--- config.mk ---
export PLATFORM = sky130hd
export DESIGN_NAME = serial_controller_mouse_port
export DESIGN_NICKNAME = d
export VERILOG_FILES = /design/src/rtl/core/scm_pkg.sv /design/src/rtl/core/scm_regmem.sv /design/src/rtl/core/scm_exec.sv /design/src/rtl/core/serial_controller_mouse_port.sv
export SDC_FILE = /design/constraint.sdc
export NUM_CORES = 1
export LEC_CHECK = 0
export BUFFER_PORTS_ARGS = -buffer_cell sky130_fd_sc_hd__buf_4
export CAP_MARGIN = 15
export CORE_MARGIN = 1.5
export CORE_UTILIZATION = 57
export CTS_CLUSTER_SIZE = 30
export DETAILED_ROUTE_END_ITERATION = 12
export HOLD_SLACK_MARGIN = 0.08
export MAX_ROUTING_LAYER = met4
export PLACE_DENSITY = 0.77
export SYNTH_ARGS = -nofsm -noshare
export SYNTH_HDL_FRONTEND = slang
export SYNTH_SLANG_ARGS = --single-unit
--- constraint.sdc ---
create_clock -name clk -period 8.1 [get_ports clk]
set_input_delay 1.62 -clock clk [delete_from_list [all_inputs] [get_ports clk]]
set_output_delay 1.62 -clock clk [all_outputs]
set_load 0.005 [all_outputs]
--- src/rtl/core/scm_pkg.sv ---
// types and constants for the serial controller mouse port
// used by the channel execute stage, the top level and the testbench
// no dependencies
package scm_pkg;

  // request kinds on the input channel
  typedef enum logic [1:0] {
    REQ_WRITE = 2'd0,
    REQ_READ  = 2'd1,
    REQ_TICK  = 2'd2,
    REQ_ACK   = 2'd3
  } req_type_t;

  // one input item
  typedef struct packed {
    req_type_t         req_type;
    logic [2:0]        addr;
    logic [7:0]        wdata;
    logic signed [7:0] mouse_dx;
    logic signed [7:0] mouse_dy;
    logic [7:0]        mouse_buttons;
  } in_item_t;

  // one result item
  typedef struct packed {
    logic [7:0] rdata;
    logic       irq_line;
    logic [7:0] vector;
    logic       vector_valid;
  } out_item_t;

  // item held in the execute stage, with the register selection made at accept
  typedef struct packed {
    in_item_t   item;
    logic       ch;
    logic [3:0] sel;
  } exec_op_t;

  // bus addresses
  localparam logic [2:0] ADDR_CMD_B  = 3'd1;
  localparam logic [2:0] ADDR_DATA_B = 3'd3;
  localparam logic [2:0] ADDR_CMD_A  = 3'd5;
  localparam logic [2:0] ADDR_DATA_A = 3'd7;

  // channel numbers
  localparam logic CH_A = 1'b0;
  localparam logic CH_B = 1'b1;

  // write register numbers
  localparam logic [3:0] REG_CMD      = 4'd0;
  localparam logic [3:0] REG_INT_MODE = 4'd1;
  localparam logic [3:0] REG_VEC      = 4'd2;
  localparam logic [3:0] REG_RX_CTL   = 4'd3;
  localparam logic [3:0] REG_TX_CTL   = 4'd5;
  localparam logic [3:0] REG_MIC      = 4'd9;

  // command codes in bits 5:3 of the command register
  localparam logic [2:0] CMD_POINT_HIGH = 3'd1;
  localparam logic [2:0] CMD_RESET_IUS  = 3'd7;

  // receive interrupt modes in bits 4:3 of the interrupt mode register
  localparam logic [1:0] MODE_FIRST_CHAR = 2'd1;
  localparam logic [1:0] MODE_ALL_CHAR   = 2'd2;

  // bit positions
  localparam int RX_ENABLE_BIT = 0;  // receive control register
  localparam int RX_FLAG_BIT   = 2;  // channel A receive control, flag of channel B
  localparam int RTS_BIT       = 1;  // transmit control register
  localparam int MIC_VIS_BIT   = 0;  // status affects vector
  localparam int MIC_NV_BIT    = 1;  // no vector
  localparam int MIC_MIE_BIT   = 3;  // master interrupt enable
  localparam int MIC_HIGH_BIT  = 4;  // status high

  // status values
  localparam logic [7:0] RR0_RX_AVAIL = 8'h01;
  localparam logic [7:0] RR0_TX_EMPTY = 8'h04;
  localparam logic [7:0] RD_UNMAPPED  = 8'hFF;
  localparam logic [2:0] VEC_STATUS   = 3'b010;
  localparam logic [1:0] RX_FULL      = 2'd3;

endpackage

--- src/rtl/core/scm_regmem.sv ---
// write register memory, 32 entries of 8 bits, channel A at 0..15, channel B at 16..31
// read-first: a read and a write of one entry in one cycle return the old byte
// depends on nothing
module scm_regmem (
  input  logic       clk,
  input  logic       rst_n,
  input  logic       en,
  input  logic       we,
  input  logic [4:0] addr,
  input  logic [7:0] wdata,
  output logic [7:0] rdata
);

  logic [7:0]  mem [32];
  logic [31:0] vld_r;
  logic [7:0]  rdata_r;

  // entries not written since reset read as zero
  always_ff @(posedge clk) begin
    if (!rst_n) begin
      vld_r <= '0;
    end else if (en && we) begin
      vld_r[addr] <= 1'b1;
    end
  end

  // registered read of the old byte, then the write
  always_ff @(posedge clk) begin
    if (en) begin
      rdata_r <= vld_r[addr] ? mem[addr] : 8'h00;
      if (we) begin
        mem[addr] <= wdata;
      end
    end
  end

  assign rdata = rdata_r;

endmodule

--- src/rtl/core/scm_exec.sv ---
// execute stage: receive buffer, counts, interrupt state and shadow register bits
// uses scm_pkg; gets the old register byte from scm_regmem
module scm_exec (
  input  logic              clk,
  input  logic              rst_n,
  input  logic              go,
  input  scm_pkg::exec_op_t op,
  input  logic [7:0]        prev,
  output scm_pkg::out_item_t result
);

  import scm_pkg::*;

  logic [1:0] rx_cnt_r   [2];
  logic [1:0] rx_cnt_nxt [2];
  logic       rx_en_r    [2];
  logic       rx_en_nxt  [2];
  logic       flag_r, flag_nxt;
  logic       in_svc_r, in_svc_nxt;
  logic       irq_r, irq_nxt;
  logic [7:0] vec_base_r, vec_base_nxt;
  logic [7:0] mic_r, mic_nxt;
  logic [1:0] mode_r, mode_nxt;
  // channel B sample: dy, dx, buttons; channel A is never read back
  logic [7:0] rxb_r   [3];
  logic [7:0] rxb_nxt [3];

  logic       is_cmd;
  logic       load;
  logic [1:0] pop_idx;
  logic [7:0] vec;

  // control state
  always_ff @(posedge clk) begin
    if (!rst_n) begin
      rx_cnt_r[0] <= '0;
      rx_cnt_r[1] <= '0;
      rx_en_r[0]  <= 1'b0;
      rx_en_r[1]  <= 1'b0;
      flag_r      <= 1'b0;
      in_svc_r    <= 1'b0;
      irq_r       <= 1'b0;
      vec_base_r  <= '0;
      mic_r       <= '0;
      mode_r      <= '0;
    end else if (go) begin
      rx_cnt_r   <= rx_cnt_nxt;
      rx_en_r    <= rx_en_nxt;
      flag_r     <= flag_nxt;
      in_svc_r   <= in_svc_nxt;
      irq_r      <= irq_nxt;
      vec_base_r <= vec_base_nxt;
      mic_r      <= mic_nxt;
      mode_r     <= mode_nxt;
    end
  end

  // sample bytes
  always_ff @(posedge clk) begin
    if (go) begin
      rxb_r <= rxb_nxt;
    end
  end

  // decode helpers
  always_comb begin
    is_cmd  = (op.item.addr == ADDR_CMD_A) || (op.item.addr == ADDR_CMD_B);
    load    = op.item.wdata[RTS_BIT] && !prev[RTS_BIT] && rx_en_r[op.ch] &&
              (rx_cnt_r[op.ch] == 2'd0);
    pop_idx = rx_cnt_r[CH_B] - 2'd1;
    vec     = vec_base_r;
    if (mic_r[MIC_VIS_BIT]) begin
      if (mic_r[MIC_HIGH_BIT]) begin
        vec[6:4] = VEC_STATUS;
      end else begin
        vec[3:1] = VEC_STATUS;
      end
    end
  end

  // next state and result
  always_comb begin
    rx_cnt_nxt   = rx_cnt_r;
    rx_en_nxt    = rx_en_r;
    flag_nxt     = flag_r;
    in_svc_nxt   = in_svc_r;
    irq_nxt      = irq_r;
    vec_base_nxt = vec_base_r;
    mic_nxt      = mic_r;
    mode_nxt     = mode_r;
    rxb_nxt      = rxb_r;
    result       = '0;
    case (op.item.req_type)
      REQ_WRITE: begin
        if (is_cmd) begin
          case (op.sel)
            REG_CMD: begin
              if (op.item.wdata[5:3] == CMD_RESET_IUS) begin
                in_svc_nxt = 1'b0;
                flag_nxt   = 1'b0;
              end
            end
            REG_INT_MODE: begin
              if (op.ch == CH_B) begin
                mode_nxt = op.item.wdata[4:3];
              end
            end
            REG_VEC: begin
              vec_base_nxt = op.item.wdata;
            end
            REG_RX_CTL: begin
              rx_en_nxt[op.ch] = op.item.wdata[RX_ENABLE_BIT];
              if (op.ch == CH_A) begin
                flag_nxt = op.item.wdata[RX_FLAG_BIT];
              end
            end
            REG_TX_CTL: begin
              if (load) begin
                rx_cnt_nxt[op.ch] = RX_FULL;
                if (op.ch == CH_B) begin
                  rxb_nxt[0] = op.item.mouse_dy;
                  rxb_nxt[1] = op.item.mouse_dx;
                  rxb_nxt[2] = op.item.mouse_buttons;
                end
              end
            end
            REG_MIC: begin
              if (op.ch == CH_B) begin
                mic_nxt = op.item.wdata;
              end
            end
            default: begin
            end
          endcase
        end
      end
      REQ_READ: begin
        case (op.item.addr)
          ADDR_CMD_A, ADDR_CMD_B: begin
            if (op.sel == REG_CMD) begin
              result.rdata = RR0_TX_EMPTY |
                             ((rx_cnt_r[op.ch] != 2'd0) ? RR0_RX_AVAIL : 8'h00);
            end
          end
          ADDR_DATA_B: begin
            if (rx_cnt_r[CH_B] != 2'd0) begin
              rx_cnt_nxt[CH_B] = pop_idx;
              result.rdata     = rxb_r[pop_idx];
            end
          end
          ADDR_DATA_A: begin
            result.rdata = 8'h00;
          end
          default: begin
            result.rdata = RD_UNMAPPED;
          end
        endcase
      end
      REQ_TICK: begin
        if (!in_svc_r && (rx_cnt_r[CH_B] != 2'd0) && mic_r[MIC_MIE_BIT] &&
            (((mode_r == MODE_FIRST_CHAR) && (rx_cnt_r[CH_B] == RX_FULL)) ||
             (mode_r == MODE_ALL_CHAR))) begin
          in_svc_nxt = 1'b1;
          flag_nxt   = 1'b1;
          irq_nxt    = 1'b1;
        end
      end
      REQ_ACK: begin
        if (flag_r && !mic_r[MIC_NV_BIT]) begin
          result.vector       = vec;
          result.vector_valid = 1'b1;
        end
        irq_nxt = 1'b0;
      end
      default: begin
      end
    endcase
    result.irq_line = irq_nxt;
  end

endmodule

--- src/rtl/core/serial_controller_mouse_port.sv ---
// top level of the serial controller mouse port
// uses scm_pkg, scm_regmem and scm_exec
//
// Usage:
//   in_valid/in_stall/in_data carry one bus write, bus read, timer tick or
//   interrupt acknowledge per transfer; out_valid/out_stall/out_data carry
//   exactly one result per item, in order.
//   A result passes the execute stage register and the output register
//   before it shows on out_valid, and is taken at an edge where out_stall is low.
//   Throughput: one item per cycle while in_stall is low; the register memory
//   has one port and is read and written once at each input transfer; the
//   register pointer is updated at that transfer, and the old byte is registered.
//   Pipeline: accept stage (pointer, memory access), execute stage (buffer,
//   counts, interrupt state), output register.
//   Reset: rst_n low clears pointers, counts, interrupt state, the shadow
//   register bits and the memory's written flags, so unwritten register
//   entries read as zero; the pipeline empties. No clearing pass is needed.
//   Stall: while out_stall holds a result, one more item is still taken into
//   the execute stage; after that in_stall goes high until the output drains.
module serial_controller_mouse_port (
  input  logic               clk,
  input  logic               rst_n,
  input  logic               in_valid,
  output logic               in_stall,
  input  scm_pkg::in_item_t  in_data,
  output logic               out_valid,
  input  logic               out_stall,
  output scm_pkg::out_item_t out_data
);

  import scm_pkg::*;

  logic [3:0] ptr_r   [2];
  logic [3:0] ptr_nxt [2];
  logic       s1_v_r, s1_v_nxt;
  exec_op_t   s1_r;
  logic       out_v_r, out_v_nxt;
  out_item_t  out_r;

  logic       accept;
  logic       s1_go;
  logic       out_free;
  logic       in_cmd;
  logic       in_ch;
  logic [3:0] in_sel;
  logic [7:0] prev;
  out_item_t  result;

  // handshake
  assign out_free = !out_v_r || !out_stall;
  assign s1_go    = s1_v_r && out_free;
  assign in_stall = s1_v_r && !out_free;
  assign accept   = in_valid && !in_stall;

  // command port decode and register pointer
  always_comb begin
    in_cmd  = ((in_data.addr == ADDR_CMD_A) || (in_data.addr == ADDR_CMD_B)) &&
              ((in_data.req_type == REQ_WRITE) || (in_data.req_type == REQ_READ));
    in_ch   = (in_data.addr == ADDR_CMD_B) ? CH_B : CH_A;
    in_sel  = ptr_r[in_ch];
    ptr_nxt = ptr_r;
    if (accept && in_cmd) begin
      ptr_nxt[in_ch] = REG_CMD;
      if ((in_data.req_type == REQ_WRITE) && (in_sel == REG_CMD)) begin
        ptr_nxt[in_ch] = {in_data.wdata[5:3] == CMD_POINT_HIGH, in_data.wdata[2:0]};
      end
    end
  end

  // pipeline occupancy
  always_comb begin
    s1_v_nxt  = accept ? 1'b1 : (s1_go ? 1'b0 : s1_v_r);
    out_v_nxt = s1_go ? 1'b1 : (out_v_r && out_stall);
  end

  always_ff @(posedge clk) begin
    if (!rst_n) begin
      ptr_r[0] <= REG_CMD;
      ptr_r[1] <= REG_CMD;
      s1_v_r   <= 1'b0;
      out_v_r  <= 1'b0;
    end else begin
      ptr_r   <= ptr_nxt;
      s1_v_r  <= s1_v_nxt;
      out_v_r <= out_v_nxt;
    end
  end

  // execute stage operand and output register
  always_ff @(posedge clk) begin
    if (accept) begin
      s1_r.item <= in_data;
      s1_r.ch   <= in_ch;
      s1_r.sel  <= in_sel;
    end
    if (s1_go) begin
      out_r <= result;
    end
  end

  // write register memory, old byte feeds the rising RTS test
  scm_regmem u_regmem (
    .clk   (clk),
    .rst_n (rst_n),
    .en    (accept),
    .we    (in_cmd && (in_data.req_type == REQ_WRITE)),
    .addr  ({in_ch, in_sel}),
    .wdata (in_data.wdata),
    .rdata (prev)
  );

  scm_exec u_exec (
    .clk    (clk),
    .rst_n  (rst_n),
    .go     (s1_go),
    .op     (s1_r),
    .prev   (prev),
    .result (result)
  );

  assign out_valid = out_v_r;
  assign out_data  = out_r;

  // an acknowledge always leaves the request line low
  assert property (@(posedge clk) disable iff (!rst_n)
    out_valid && out_data.vector_valid |-> !out_data.irq_line)
    else $error("irq still high after vector issue");

  // no vector value without a vector
  assert property (@(posedge clk) disable iff (!rst_n)
    out_valid && !out_data.vector_valid |-> out_data.vector == 8'h00)
    else $error("vector without vector_valid");

  // a full pipeline with a held result takes nothing more
  assert property (@(posedge clk) disable iff (!rst_n)
    s1_v_r && out_v_r && out_stall |-> in_stall)
    else $error("transfer taken into a full pipeline");

  // only bus reads return data
  assert property (@(posedge clk) disable iff (!rst_n)
    s1_go && (s1_r.item.req_type != REQ_READ) |=> out_data.rdata == 8'h00)
    else $error("read data on a non-read item");

endmodule

==> results_dict.tcl, run 1 <==
set metrics [dict create \
    clock-sinks 182 \
    post_synthesis_register_bit_count 182 \
    synth-edff-count 117 \
    cts_hold_repair.buffers 0 \
    path_class_of_the_lowest_slack_min_delay_path "reg2reg" \
    cts_repair_resize_count 0 \
    clock_tree.buffer_depth 2 \
    maximum_number_of_pins_on_one_net_before_global_route_repair 49 \
    netlist-cell-type-count 52 \
    finalCriticalPeriod_ps 3740 \
    drt_iter0_drc 406 \
    p_leak_nw 2.84 \
    final_net_count 652 \
    post_route_cells_drive_above_1_share_pct 17.5 \
    post_synth_instance_area_um2 7080 \
    synth.area.top_cells "sky130_fd_sc_hd__edfxtp_1, sky130_fd_sc_hd__dfxtp_1, sky130_fd_sc_hd__mux2i_1" \
    relSlewSlack_pct 27.7 \
    i_o_buffers 60 \
    post_synth_most_frequent_cells "sky130_fd_sc_hd__edfxtp_1, sky130_fd_sc_hd__nor2_1, sky130_fd_sc_hd__dfxtp_1" \
    grt_util_all_layers_pct 24.1 \
    max_slew.worst_pin.slew_ps 1080 \
    final_core_util_pct 68.4 \
    route.vias.total 4531 \
    slowest_stage "sky130_fd_sc_hd__or3b_1" \
    antenna_found_initial 0 \
    critPathMaxFanout 18 \
    async_reset_ff_share_pct 0 \
    timing.setup.tns_ps 0 \
    n_antenna_cell 0 \
    finalWorstSetupSlack_ps 4360 \
    endpoint_kind "flop" \
    critical_path_class "in2reg" \
    hold_viol 0 \
    synthCells 545 \
    ir_worst_vdd_mv 0.217 \
    grt_pass1_vias 4432 \
    detailedPlacementHpwl_mm 9.79 \
    cp_data_required_time_ps 8260 \
    die_width_um 114 \
    cts-root-buf "sky130_fd_sc_hd__clkbuf_16" \
    route.antenna.remaining_nets 0 \
    syn_area_per_cell_um2 13.0 \
    detailedPlace.worstSlack_ps 3730 \
    row_count 40 \
    place_congestion 0.851 \
    post-synth-top-count-cell "sky130_fd_sc_hd__edfxtp_1" \
    report.final.slew_viol_count 0 \
    vias_per_cell 5.74 \
    clkTransAtPathRegs_ps 70 \
    cts_tree "built" \
    crit_family "compound AO/OA/AOI/OAI gates" \
    pwr_density_cell_nw_per_um2 225 \
    synth-main-ff-cell "sky130_fd_sc_hd__edfxtp_1" \
    tritoncts.num_buffers 17 \
    remaining_drc_errors 0 \
    insertion_delay_ps 420 \
    layout-area-overhead-vs-synth_pct 16.6 \
    syn_nets 588 \
    die-area_um2 13100 \
    design.portCount 61 \
    layout_worst_path_cycle_share_pct 46.2 \
    crit_arrival_ps 3910 \
    htree_num_levels 4 \
    worstPathBufferInverterCount 2 \
    start_kind "input port" \
    dr.pass1.iters 5 \
    synth_sequential_area_ratio_pct 68.0 \
    routed_wl_mm 14.2 \
    avgRoutedWirePerCell_um 18.0 \
    core_region_area_um2 12100 \
    fin_skew_ps 7.64 \
    globalRoute.totalOverflow 0 \
    cap_viol_max_count 0 \
    ys.warnings.count 0 \
    critPathMaxStageDelay_ps 730 \
    grt_setup_unrepaired "no" \
    worstPathCellList "buf_4, or3b_1, a21oi_4, clkinv_1, a221oi_1, o21ai_0, nand4_1, a32oi_1" \
    initial_utilization_pct 58.7 \
    finalSetupViolations 0 \
    yosysTopAreaCell "sky130_fd_sc_hd__edfxtp_1" \
    first_pass_grt_wire_length_mm 22.7 \
    synthDominantCellAreaShare_pct 49.6 \
    postCtsSetupBuffers 0 \
    outcome "completed" \
    dieHeight_um 114 \
    fillCellCount 855 \
    timing.fmax_ghz 0.267 \
]
## cells by family (layout without fill, tap and decap cells)
group / Yosys count / count (layout) / synth area share [%]
AOI/OAI and AO/OA: 100 / 100 / 9.90
and+or+nand+nor: 187 / 187 / 13.2
muxes: 46 / 46 / 6.79
adders and majority gates: 2 / 2 / 0.354
DFF: 182 / 182 / 68.0
buffers and inverters: 28 / 105 / 1.77
## final cells by class
type	count	area, µm²	share of cell area (%)
flip-flops and latches	182	4810	58.4
multi-input cells	335	2140	26.0
clock buffers	21	472	5.72
repair buffers	61	465	5.64
well taps	168	210	2.55
clock inverters	11	98.8	1.20
inverters	12	47.5	0.576
## worst reg2reg max path: stages (launching register included)
cell,delay [ps]
sky130_fd_sc_hd__dfxtp_1,340
sky130_fd_sc_hd__nand2_1,80
sky130_fd_sc_hd__nand2_1,90
sky130_fd_sc_hd__inv_1,590
sky130_fd_sc_hd__and3_1,390
sky130_fd_sc_hd__nand2_1,170
sky130_fd_sc_hd__nor4b_2,630
sky130_fd_sc_hd__mux2i_1,260
sky130_fd_sc_hd__nor2_1,50
## sequential cells by signal, summed over array words and instances, names as in the netlist, 2 cells and up, named ones only
register,cells
s1_r,42
u_regmem.mem,32
u_regmem.vld_r,32
u_exec.rxb_r,24
out_data,18
u_exec.vec_base_r,8
u_exec.mic_r,4
u_exec.rx_cnt_r,4
u_exec.mode_r,2
u_exec.rx_en_r,2
## power breakdown
group          total [mW]  internal, mW  switching, mW  leakage [nW]
clock               0.785         0.450          0.336         0.271
combinational      0.0571        0.0253         0.0318         0.952
sequential           1.01          1.01        0.00940          1.62
total                1.86          1.48          0.377          2.84
## cells in the final DEF (no fill, tap or decap), drive strengths merged, types with 2 or more instances in the layout
cell      instances
clkinv            7
a31oi             7
or3               2
inv              11
nand3b            2
nor2b            17
or2               2
ha                2
nor2             70
a32oi             4
nor4              2
edfxtp          117
mux2i            40
nand3            23
a221oi            4
and3              4
clkinvlp          4
nor3              8
a311oi            2
o211ai            2
nand2b            6
dfxtp            65
clkbuf           21
and2              8
and4b             3
nand4             4
a211oi            4
nor3b             4
buf              61
o21ai            14
o21a             36
nand2            27
a21oi            21
mux2              6
## layer usage
layer	vias to the layer above	share of wire, %	global-route usage (%)	routed length (µm)
li1	2149	-	-	-
met1	2212	45	30.3	6350
met2	145	49	37.8	6920
met3	25	4.9	6.30	703
met4	0	1.9	9.17	270
met5	-	0	-	0
## per-stage QoR
| step | area [µm²] | power, mW | std cells | hold WS, ps |
|---|---|---|---|---|
| final | 8250 | 1.86 | 790 | 424 |
| after global routing | 8250 | 1.91 | 790 | 423 |
| after CTS | 8230 | 1.87 | 789 | 425 |
| after detailed placement | 7660 | 1.09 | 757 | 409 |
| after global placement | 7660 | 1.09 | 757 | 402 |
| after floorplan | 7080 | 1.06 | 545 | 400 |
## final timing paths
path	cells past startpoint	slack, ps	end	startpoint
worst max-delay path	8	4360	u_regmem.rdata[1]$_SDFFCE_PN0P_	in_data[33]
worst max register to register	8	5380	u_exec.mic_r[1]$_SDFFE_PN0P_	out_valid$_SDFF_PN0_
worst min-delay path	0	420	u_exec.rxb_r[11]$_DFFE_PP_	s1_r[24]$_DFFE_PP_
worst min register to register	0	420	u_exec.rxb_r[11]$_DFFE_PP_	s1_r[24]$_DFFE_PP_
Note: power is estimated with default switching activity, not from simulation.
==> inputs of run 2 (changes only) <==
==> constraint.sdc (replaced) <==
create_clock -name clk -period 3.5 [get_ports clk]
set_input_delay 0.7 -clock clk [delete_from_list [all_inputs] [get_ports clk]]
set_output_delay 0.7 -clock clk [all_outputs]
set_load 0.005 [all_outputs]
==> results_dict.tcl, run 2 (synthesis results as in run 1) <==
set metrics [dict create \
    worstHoldEndpoint "u_exec.rxb_r[10]$_DFFE_PP_" \
    path_class_of_the_lowest_slack_min_delay_path "reg2reg" \
    die-area_um2 13100 \
    critical_path_class "in2reg" \
    outcome "completed" \
    layout_worst_path_cycle_share_pct 70.3 \
    cts-root-buf "sky130_fd_sc_hd__clkbuf_16" \
    post_route_cells_drive_above_1_share_pct 18.4 \
    route.antenna.remaining_nets 0 \
    clock_tree.buffer_depth 2 \
    registers.top_by_ff_count "s1_r" \
    p_leak_nw 2.87 \
    critPathMaxFanout 10 \
    finalSetupViolations 0 \
    postCtsSetupBuffers 0 \
    rrSetupSlack_ps 1040 \
    dieHeight_um 114 \
    clock-sinks 182 \
    clkTransAtPathRegs_ps 70 \
    grt_util_all_layers_pct 24.1 \
    crit_arrival_ps 2620 \
    worstReg2RegEnd "out_data[12]$_SDFFCE_PN0P_" \
    pwr_density_cell_nw_per_um2 520 \
    endpoint_kind "flop" \
    grt_setup_unrepaired "no" \
    fin_worst_hold_slack_ps 418 \
    timing.fmax_ghz 0.406 \
    worstHoldPathCells 0 \
    place_congestion 0.899 \
    timing.hold.worst.start "s1_r[23]$_DFFE_PP_" \
    drt_iter0_drc 374 \
    vias_per_cell 5.74 \
    detailedPlacementHpwl_mm 10.0 \
    maximum_number_of_pins_on_one_net_before_global_route_repair 49 \
    ir_worst_vdd_mv 0.519 \
    ff_latch_area_um2 4810 \
    multi_input_comb_area_um2 2140 \
    reg_top3 "s1_r x42, u_regmem.mem x32, u_regmem.vld_r x32" \
    cts_hold_repair.buffers 0 \
    avgRoutedWirePerCell_um 18.2 \
    commonest_cells_after_routing_fill_and_taps_aside "sky130_fd_sc_hd__edfxtp_1, sky130_fd_sc_hd__nor2_1, sky130_fd_sc_hd__dfxtp_1, sky130_fd_sc_hd__buf_4, sky130_fd_sc_hd__mux2i_1" \
    rr_startpoint "u_exec.rx_cnt_r[0]$_SDFFE_PN0P_" \
    globalRoute.totalOverflow 0 \
    cts_tree "built" \
    fillCellCount 845 \
    relSlewSlack_pct 42.2 \
    remaining_drc_errors 0 \
    first_pass_grt_wire_length_mm 22.7 \
    fin_skew_ps 12.0 \
    route.vias.total 4557 \
    finalWorstSetupSlack_ps 1040 \
    finalCriticalPeriod_ps 2460 \
    r2r_cells 6 \
    htree_num_levels 4 \
    report.final.slew_viol_count 0 \
    design.portCount 61 \
    critPathMaxStageDelay_ps 530 \
    insertion_delay_ps 430 \
    antenna_found_initial 0 \
    commonest_non_fill_non_tap_cell_in_the_layout "sky130_fd_sc_hd__edfxtp_1" \
    layout-area-overhead-vs-synth_pct 17.0 \
    final_net_count 656 \
    slowest_stage "sky130_fd_sc_hd__or3b_1" \
    detailedPlace.worstSlack_ps 620 \
    n_antenna_cell 0 \
    worstPathBufferInverterCount 2 \
    dr.pass1.iters 5 \
    die_width_um 114 \
    start_kind "input port" \
    timing.setup.tns_ps 0 \
    hold_viol 0 \
    largest_reg_flops 42 \
    core_region_area_um2 12100 \
    grt_pass1_vias 4524 \
    routed_wl_mm 14.5 \
    worstPathCellList "buf_4, or3b_1, a21oi_4, clkinv_1, a311oi_2, o21ai_1, a31oi_1, a32oi_1" \
    p_total_mw 4.31 \
    max_slew.worst_pin.slew_ps 845 \
    tritoncts.num_buffers 17 \
    row_count 40 \
    cp_data_required_time_ps 3660 \
    cts_repair_resize_count 0 \
    i_o_buffers 60 \
    cap_viol_max_count 0 \
    initial_utilization_pct 58.7 \
    crit_family "compound AO/OA/AOI/OAI gates" \
]
-- run 2: cell types whose count changed in the layout (fill, tap and decap cells not counted), sizes merged --
cell      delta
buf          +4
clkinvlp     -3
bufinv       -1
clkbuf       -4
inv          +8
-- run 2: cell type report --
type                       instances  share of cell area [%]
inverter                          12                   0.574
timing repair buffer              65                    5.89
multi-input combinational        335                    25.9
clock buffer                      17                    5.14
sequential                       182                    58.2
tap                              168                    2.54
clock inverter                    15                    1.84
-- run 2: worst max path at each step --
stage / to / depth (start not counted) / start / slack, ps
after floorplan: u_exec.rxb_r[0]$_DFFE_PP_ / 6 / out_stall / 350
after global placement: u_regmem.rdata[1]$_SDFFCE_PN0P_ / 8 / in_data[33] / 700
after detailed placement: u_regmem.rdata[1]$_SDFFCE_PN0P_ / 7 / in_data[33] / 620
after CTS: out_data[12]$_SDFFCE_PN0P_ / 6 / u_exec.rx_cnt_r[0]$_SDFFE_PN0P_ / 1030
after global routing: u_exec.flag_r$_SDFFE_PN0P_ / 7 / u_exec.rx_cnt_r[0]$_SDFFE_PN0P_ / 880
final: u_regmem.rdata[1]$_SDFFCE_PN0P_ / 8 / in_data[33] / 1040
-- run 2: per-stage QoR --
stage                     std cells  utilization (%)  instance area, µm²
final                           794             68.6                8280
after global routing            794             68.6                8280
after floorplan                 545                -                7080
after detailed placement        762             63.8                7700
after CTS                       794             68.6                8280
after global placement          762             63.8                7700
-- run 2: per-layer routing --
| metal | vias up | GRT usage [%] | wire length (µm) |
|---|---|---|---|
| met2 | 159 | 39.2 | 7200 |
| met4 | 0 | 10.7 | 357 |
| met1 | 2208 | 28.6 | 6040 |
| met5 | - | - | 0 |
| met3 | 33 | 6.14 | 865 |
| li1 | 2157 | - | - |
-- run 2: power breakdown --
group          internal [mW]  switching, mW  total [mW]
Sequential              2.32         0.0210        2.35
Combinational         0.0608         0.0764       0.137
Clock                  0.955          0.869        1.82
==> inputs of run 3 (changes only) <==
--- a/config.mk
+++ b/config.mk
@@ -5,15 +5,16 @@
 export SDC_FILE = /design/constraint.sdc
 export NUM_CORES = 1
 export LEC_CHECK = 0
+export ABC_AREA = 1
 export BUFFER_PORTS_ARGS = -buffer_cell sky130_fd_sc_hd__buf_4
 export CAP_MARGIN = 15
 export CORE_MARGIN = 1.5
-export CORE_UTILIZATION = 57
+export CORE_UTILIZATION = 53
 export CTS_CLUSTER_SIZE = 30
 export DETAILED_ROUTE_END_ITERATION = 12
 export HOLD_SLACK_MARGIN = 0.08
 export MAX_ROUTING_LAYER = met4
-export PLACE_DENSITY = 0.77
+export PLACE_DENSITY = 0.75
 export SYNTH_ARGS = -nofsm -noshare
 export SYNTH_HDL_FRONTEND = slang
 export SYNTH_SLANG_ARGS = --single-unit
==> constraint.sdc (replaced) <==
create_clock -name clk -period 2.21 [get_ports clk]
set_input_delay 0.442 -clock clk [delete_from_list [all_inputs] [get_ports clk]]
set_output_delay 0.442 -clock clk [all_outputs]
set_load 0.005 [all_outputs]
==> results_dict.tcl, run 3 <==
set metrics [dict create \
    detailedPlacementHpwl_mm 10.7 \
    ir_worst_vdd_mv 0.468 \
    detailedPlace.worstSlack_ps -44.3 \
    post_synth_instance_area_um2 7410 \
    clock-sinks 182 \
    synth_sequential_area_ratio_pct 64.9 \
    crit_arrival_ps 2100 \
    critical_path_class "reg2reg" \
    max_slew.worst_pin.slew_ps 640 \
    dr.pass1.iters 5 \
    route.vias.total 5516 \
    globalRoute.totalOverflow 0 \
    final_core_util_pct 64.1 \
    p_leak_nw 3.68 \
    synth-edff-count 117 \
    reg_top3 "s1_r x42, u_regmem.mem x32, u_regmem.vld_r x32" \
    commonest_non_fill_non_tap_cell_in_the_layout "sky130_fd_sc_hd__nand2_1" \
    crit_family "simple AND/OR/NAND/NOR gates" \
    grt_pass1_vias 5347 \
    hold_viol 0 \
    clkTransAtPathRegs_ps 70 \
    ys.warnings.count 0 \
    worstPathCellList "inv_1, nor2_1, inv_1, nand2_1, nor3_1, inv_1, nor2_1, nand4_1, nor2_1" \
    yosysTopAreaCell "sky130_fd_sc_hd__edfxtp_1" \
    cts_hold_repair.buffers 0 \
    cap_viol_max_count 0 \
    synth-main-ff-cell "sky130_fd_sc_hd__edfxtp_1" \
    slowest_stage "sky130_fd_sc_hd__dfxtp_1" \
    synth.area.mux_share_pct 0 \
    critPathMaxFanout 4 \
    outcome "completed" \
    htree_num_levels 4 \
    registers.top_by_ff_count "s1_r" \
    cts-root-buf "sky130_fd_sc_hd__clkbuf_16" \
    synth-simple-area-share_pct 22.2 \
    post_synth_most_frequent_cells "sky130_fd_sc_hd__nand2_1, sky130_fd_sc_hd__nor2_1, sky130_fd_sc_hd__edfxtp_1" \
    first_pass_grt_wire_length_mm 25.5 \
    initial_utilization_pct 53.8 \
    cp_data_required_time_ps 2330 \
    vias_per_cell 5.16 \
    syn_area_per_cell_um2 9.42 \
    fin_skew_ps 10.9 \
    dieHeight_um 121 \
    synthCells 787 \
    post_synth_fa_ha_maj_area_fraction_pct 0.338 \
    drt_iter0_drc 475 \
    n_antenna_cell 0 \
    layout-area-overhead-vs-synth_pct 19.1 \
    remaining_drc_errors 0 \
    commonest_cells_after_routing_fill_and_taps_aside "sky130_fd_sc_hd__nand2_1, sky130_fd_sc_hd__nor2_1, sky130_fd_sc_hd__edfxtp_1" \
    maximum_number_of_pins_on_one_net_before_global_route_repair 47 \
    worstPathBufferInverterCount 3 \
    final_net_count 920 \
    layout_worst_path_cycle_share_pct 89.6 \
    largest_reg_flops 42 \
    synth.area.top_cells "sky130_fd_sc_hd__edfxtp_1, sky130_fd_sc_hd__dfxtp_1, sky130_fd_sc_hd__nand2_1" \
    place_congestion 0.905 \
    finalSetupViolations 0 \
    path_class_of_the_lowest_slack_min_delay_path "in2reg" \
    endpoint_kind "flop" \
    die_width_um 121 \
    insertion_delay_ps 430 \
    route.antenna.remaining_nets 0 \
    synthDominantCellAreaShare_pct 47.4 \
    async_reset_ff_share_pct 0 \
    antenna_found_initial 0 \
    critPathMaxStageDelay_ps 300 \
    report.final.slew_viol_count 0 \
    post-synth-top-count-cell "sky130_fd_sc_hd__nand2_1" \
    core_region_area_um2 13800 \
    relSlewSlack_pct 56.9 \
    post_synthesis_register_bit_count 182 \
    grt_util_all_layers_pct 23.7 \
    avgRoutedWirePerCell_um 14.7 \
    post_route_cells_drive_above_1_share_pct 16.1 \
    finalWorstSetupSlack_ps 229 \
    largest_family_of_logic_cells_by_synthesized_area "simple AND/OR/NAND/NOR gates" \
    row_count 43 \
    tritoncts.num_buffers 17 \
    finalCriticalPeriod_ps 1980 \
    i_o_buffers 60 \
    start_kind "flop" \
    timing.fmax_ghz 0.505 \
    die-area_um2 14700 \
    cts_tree "built" \
    synth_xor_xnor_area_share_pct 0 \
    clock_tree.buffer_depth 2 \
    netlist-cell-type-count 34 \
    design.portCount 61 \
    routed_wl_mm 15.8 \
    grt_setup_unrepaired "no" \
    pwr_density_cell_nw_per_um2 768 \
    synth-compound-area-share_pct 6.41 \
    syn_nets 830 \
]
## run 3: changes by cell type in the layout (fill, tap and decap cells not counted), moves of 19 or more
| cell | before | now |
|---|---|---|
| sky130_fd_sc_hd__o21a_1 | 36 | 0 |
| sky130_fd_sc_hd__buf_4 | 65 | 84 |
| sky130_fd_sc_hd__inv_1 | 7 | 89 |
| sky130_fd_sc_hd__nor2_1 | 69 | 122 |
| sky130_fd_sc_hd__nand2_1 | 27 | 211 |
| sky130_fd_sc_hd__o21ai_0 | 13 | 36 |
| sky130_fd_sc_hd__mux2i_1 | 39 | 0 |
## run 3: logic make-up (layout without fill, tap and decap cells)
| group | Yosys count | after routing |
|---|---|---|
| simple gates | 401 | 401 |
| flops | 182 | 182 |
| buf+inv | 114 | 217 |
| compound gates | 88 | 88 |
| fa+ha+maj | 2 | 2 |
## run 3: layout make-up
| type | count | area (µm²) |
|---|---|---|
| clock buffer | 20 | 437 |
| clock inverter | 12 | 106 |
| fill | 1149 | 4940 |
| inverter | 97 | 364 |
| multi-input combinational | 491 | 2170 |
| sequential | 182 | 4810 |
| tap | 180 | 225 |
| timing repair buffer | 88 | 711 |
## run 3: per-layer routing
layer | global-route usage, % | part of all wire, % | vias up
li1 | - | - | 2735
met1 | 28.3 | 43 | 2588
met2 | 38.8 | 50 | 169
met3 | 6.30 | 5.4 | 24
met4 | 9.04 | 1.6 | 0
met5 | - | 0 | -
## run 3: metrics by stage
stage	total power, mW	TNS [ps]	instances	area, µm²	hold WS, ps
after floorplan	3.91	0	787	7430	400
after global placement	4.06	0	1035	8260	401
after detailed placement	4.07	-132	1035	8260	405
after CTS	6.84	0	1067	8800	171
after global routing	7.00	0	1070	8830	167
final	6.78	0	1070	8830	190
## run 3: worst paths after layout
kind	start	endpoint	slack, ps	cells past startpoint
worst max register to register	s1_v_r$_SDFFE_PN0P_	u_regmem.mem[23][1]$_DFFE_PP_	230	9
worst min register to register	s1_r[18]$_DFFE_PP_	u_exec.rxb_r[21]$_DFFE_PP_	420	0
worst max-delay path	s1_v_r$_SDFFE_PN0P_	u_regmem.mem[23][1]$_DFFE_PP_	230	9
worst min-delay path	in_data[10]	s1_r[15]$_DFFE_PP_	190	1
## run 3: timing repair
item,in CTS,in global routing
setup endpoints to repair,0,9
buffers inserted,0,3
resized for setup,0,1
## run 3: power by group
| group | total, mW | internal [mW] | switching [mW] |
|---|---|---|---|
| clock network | 2.79 | 1.55 | 1.24 |
| logic | 0.286 | 0.114 | 0.172 |
| registers | 3.71 | 3.69 | 0.0259 |
| total | 6.78 | 5.34 | 1.44 |
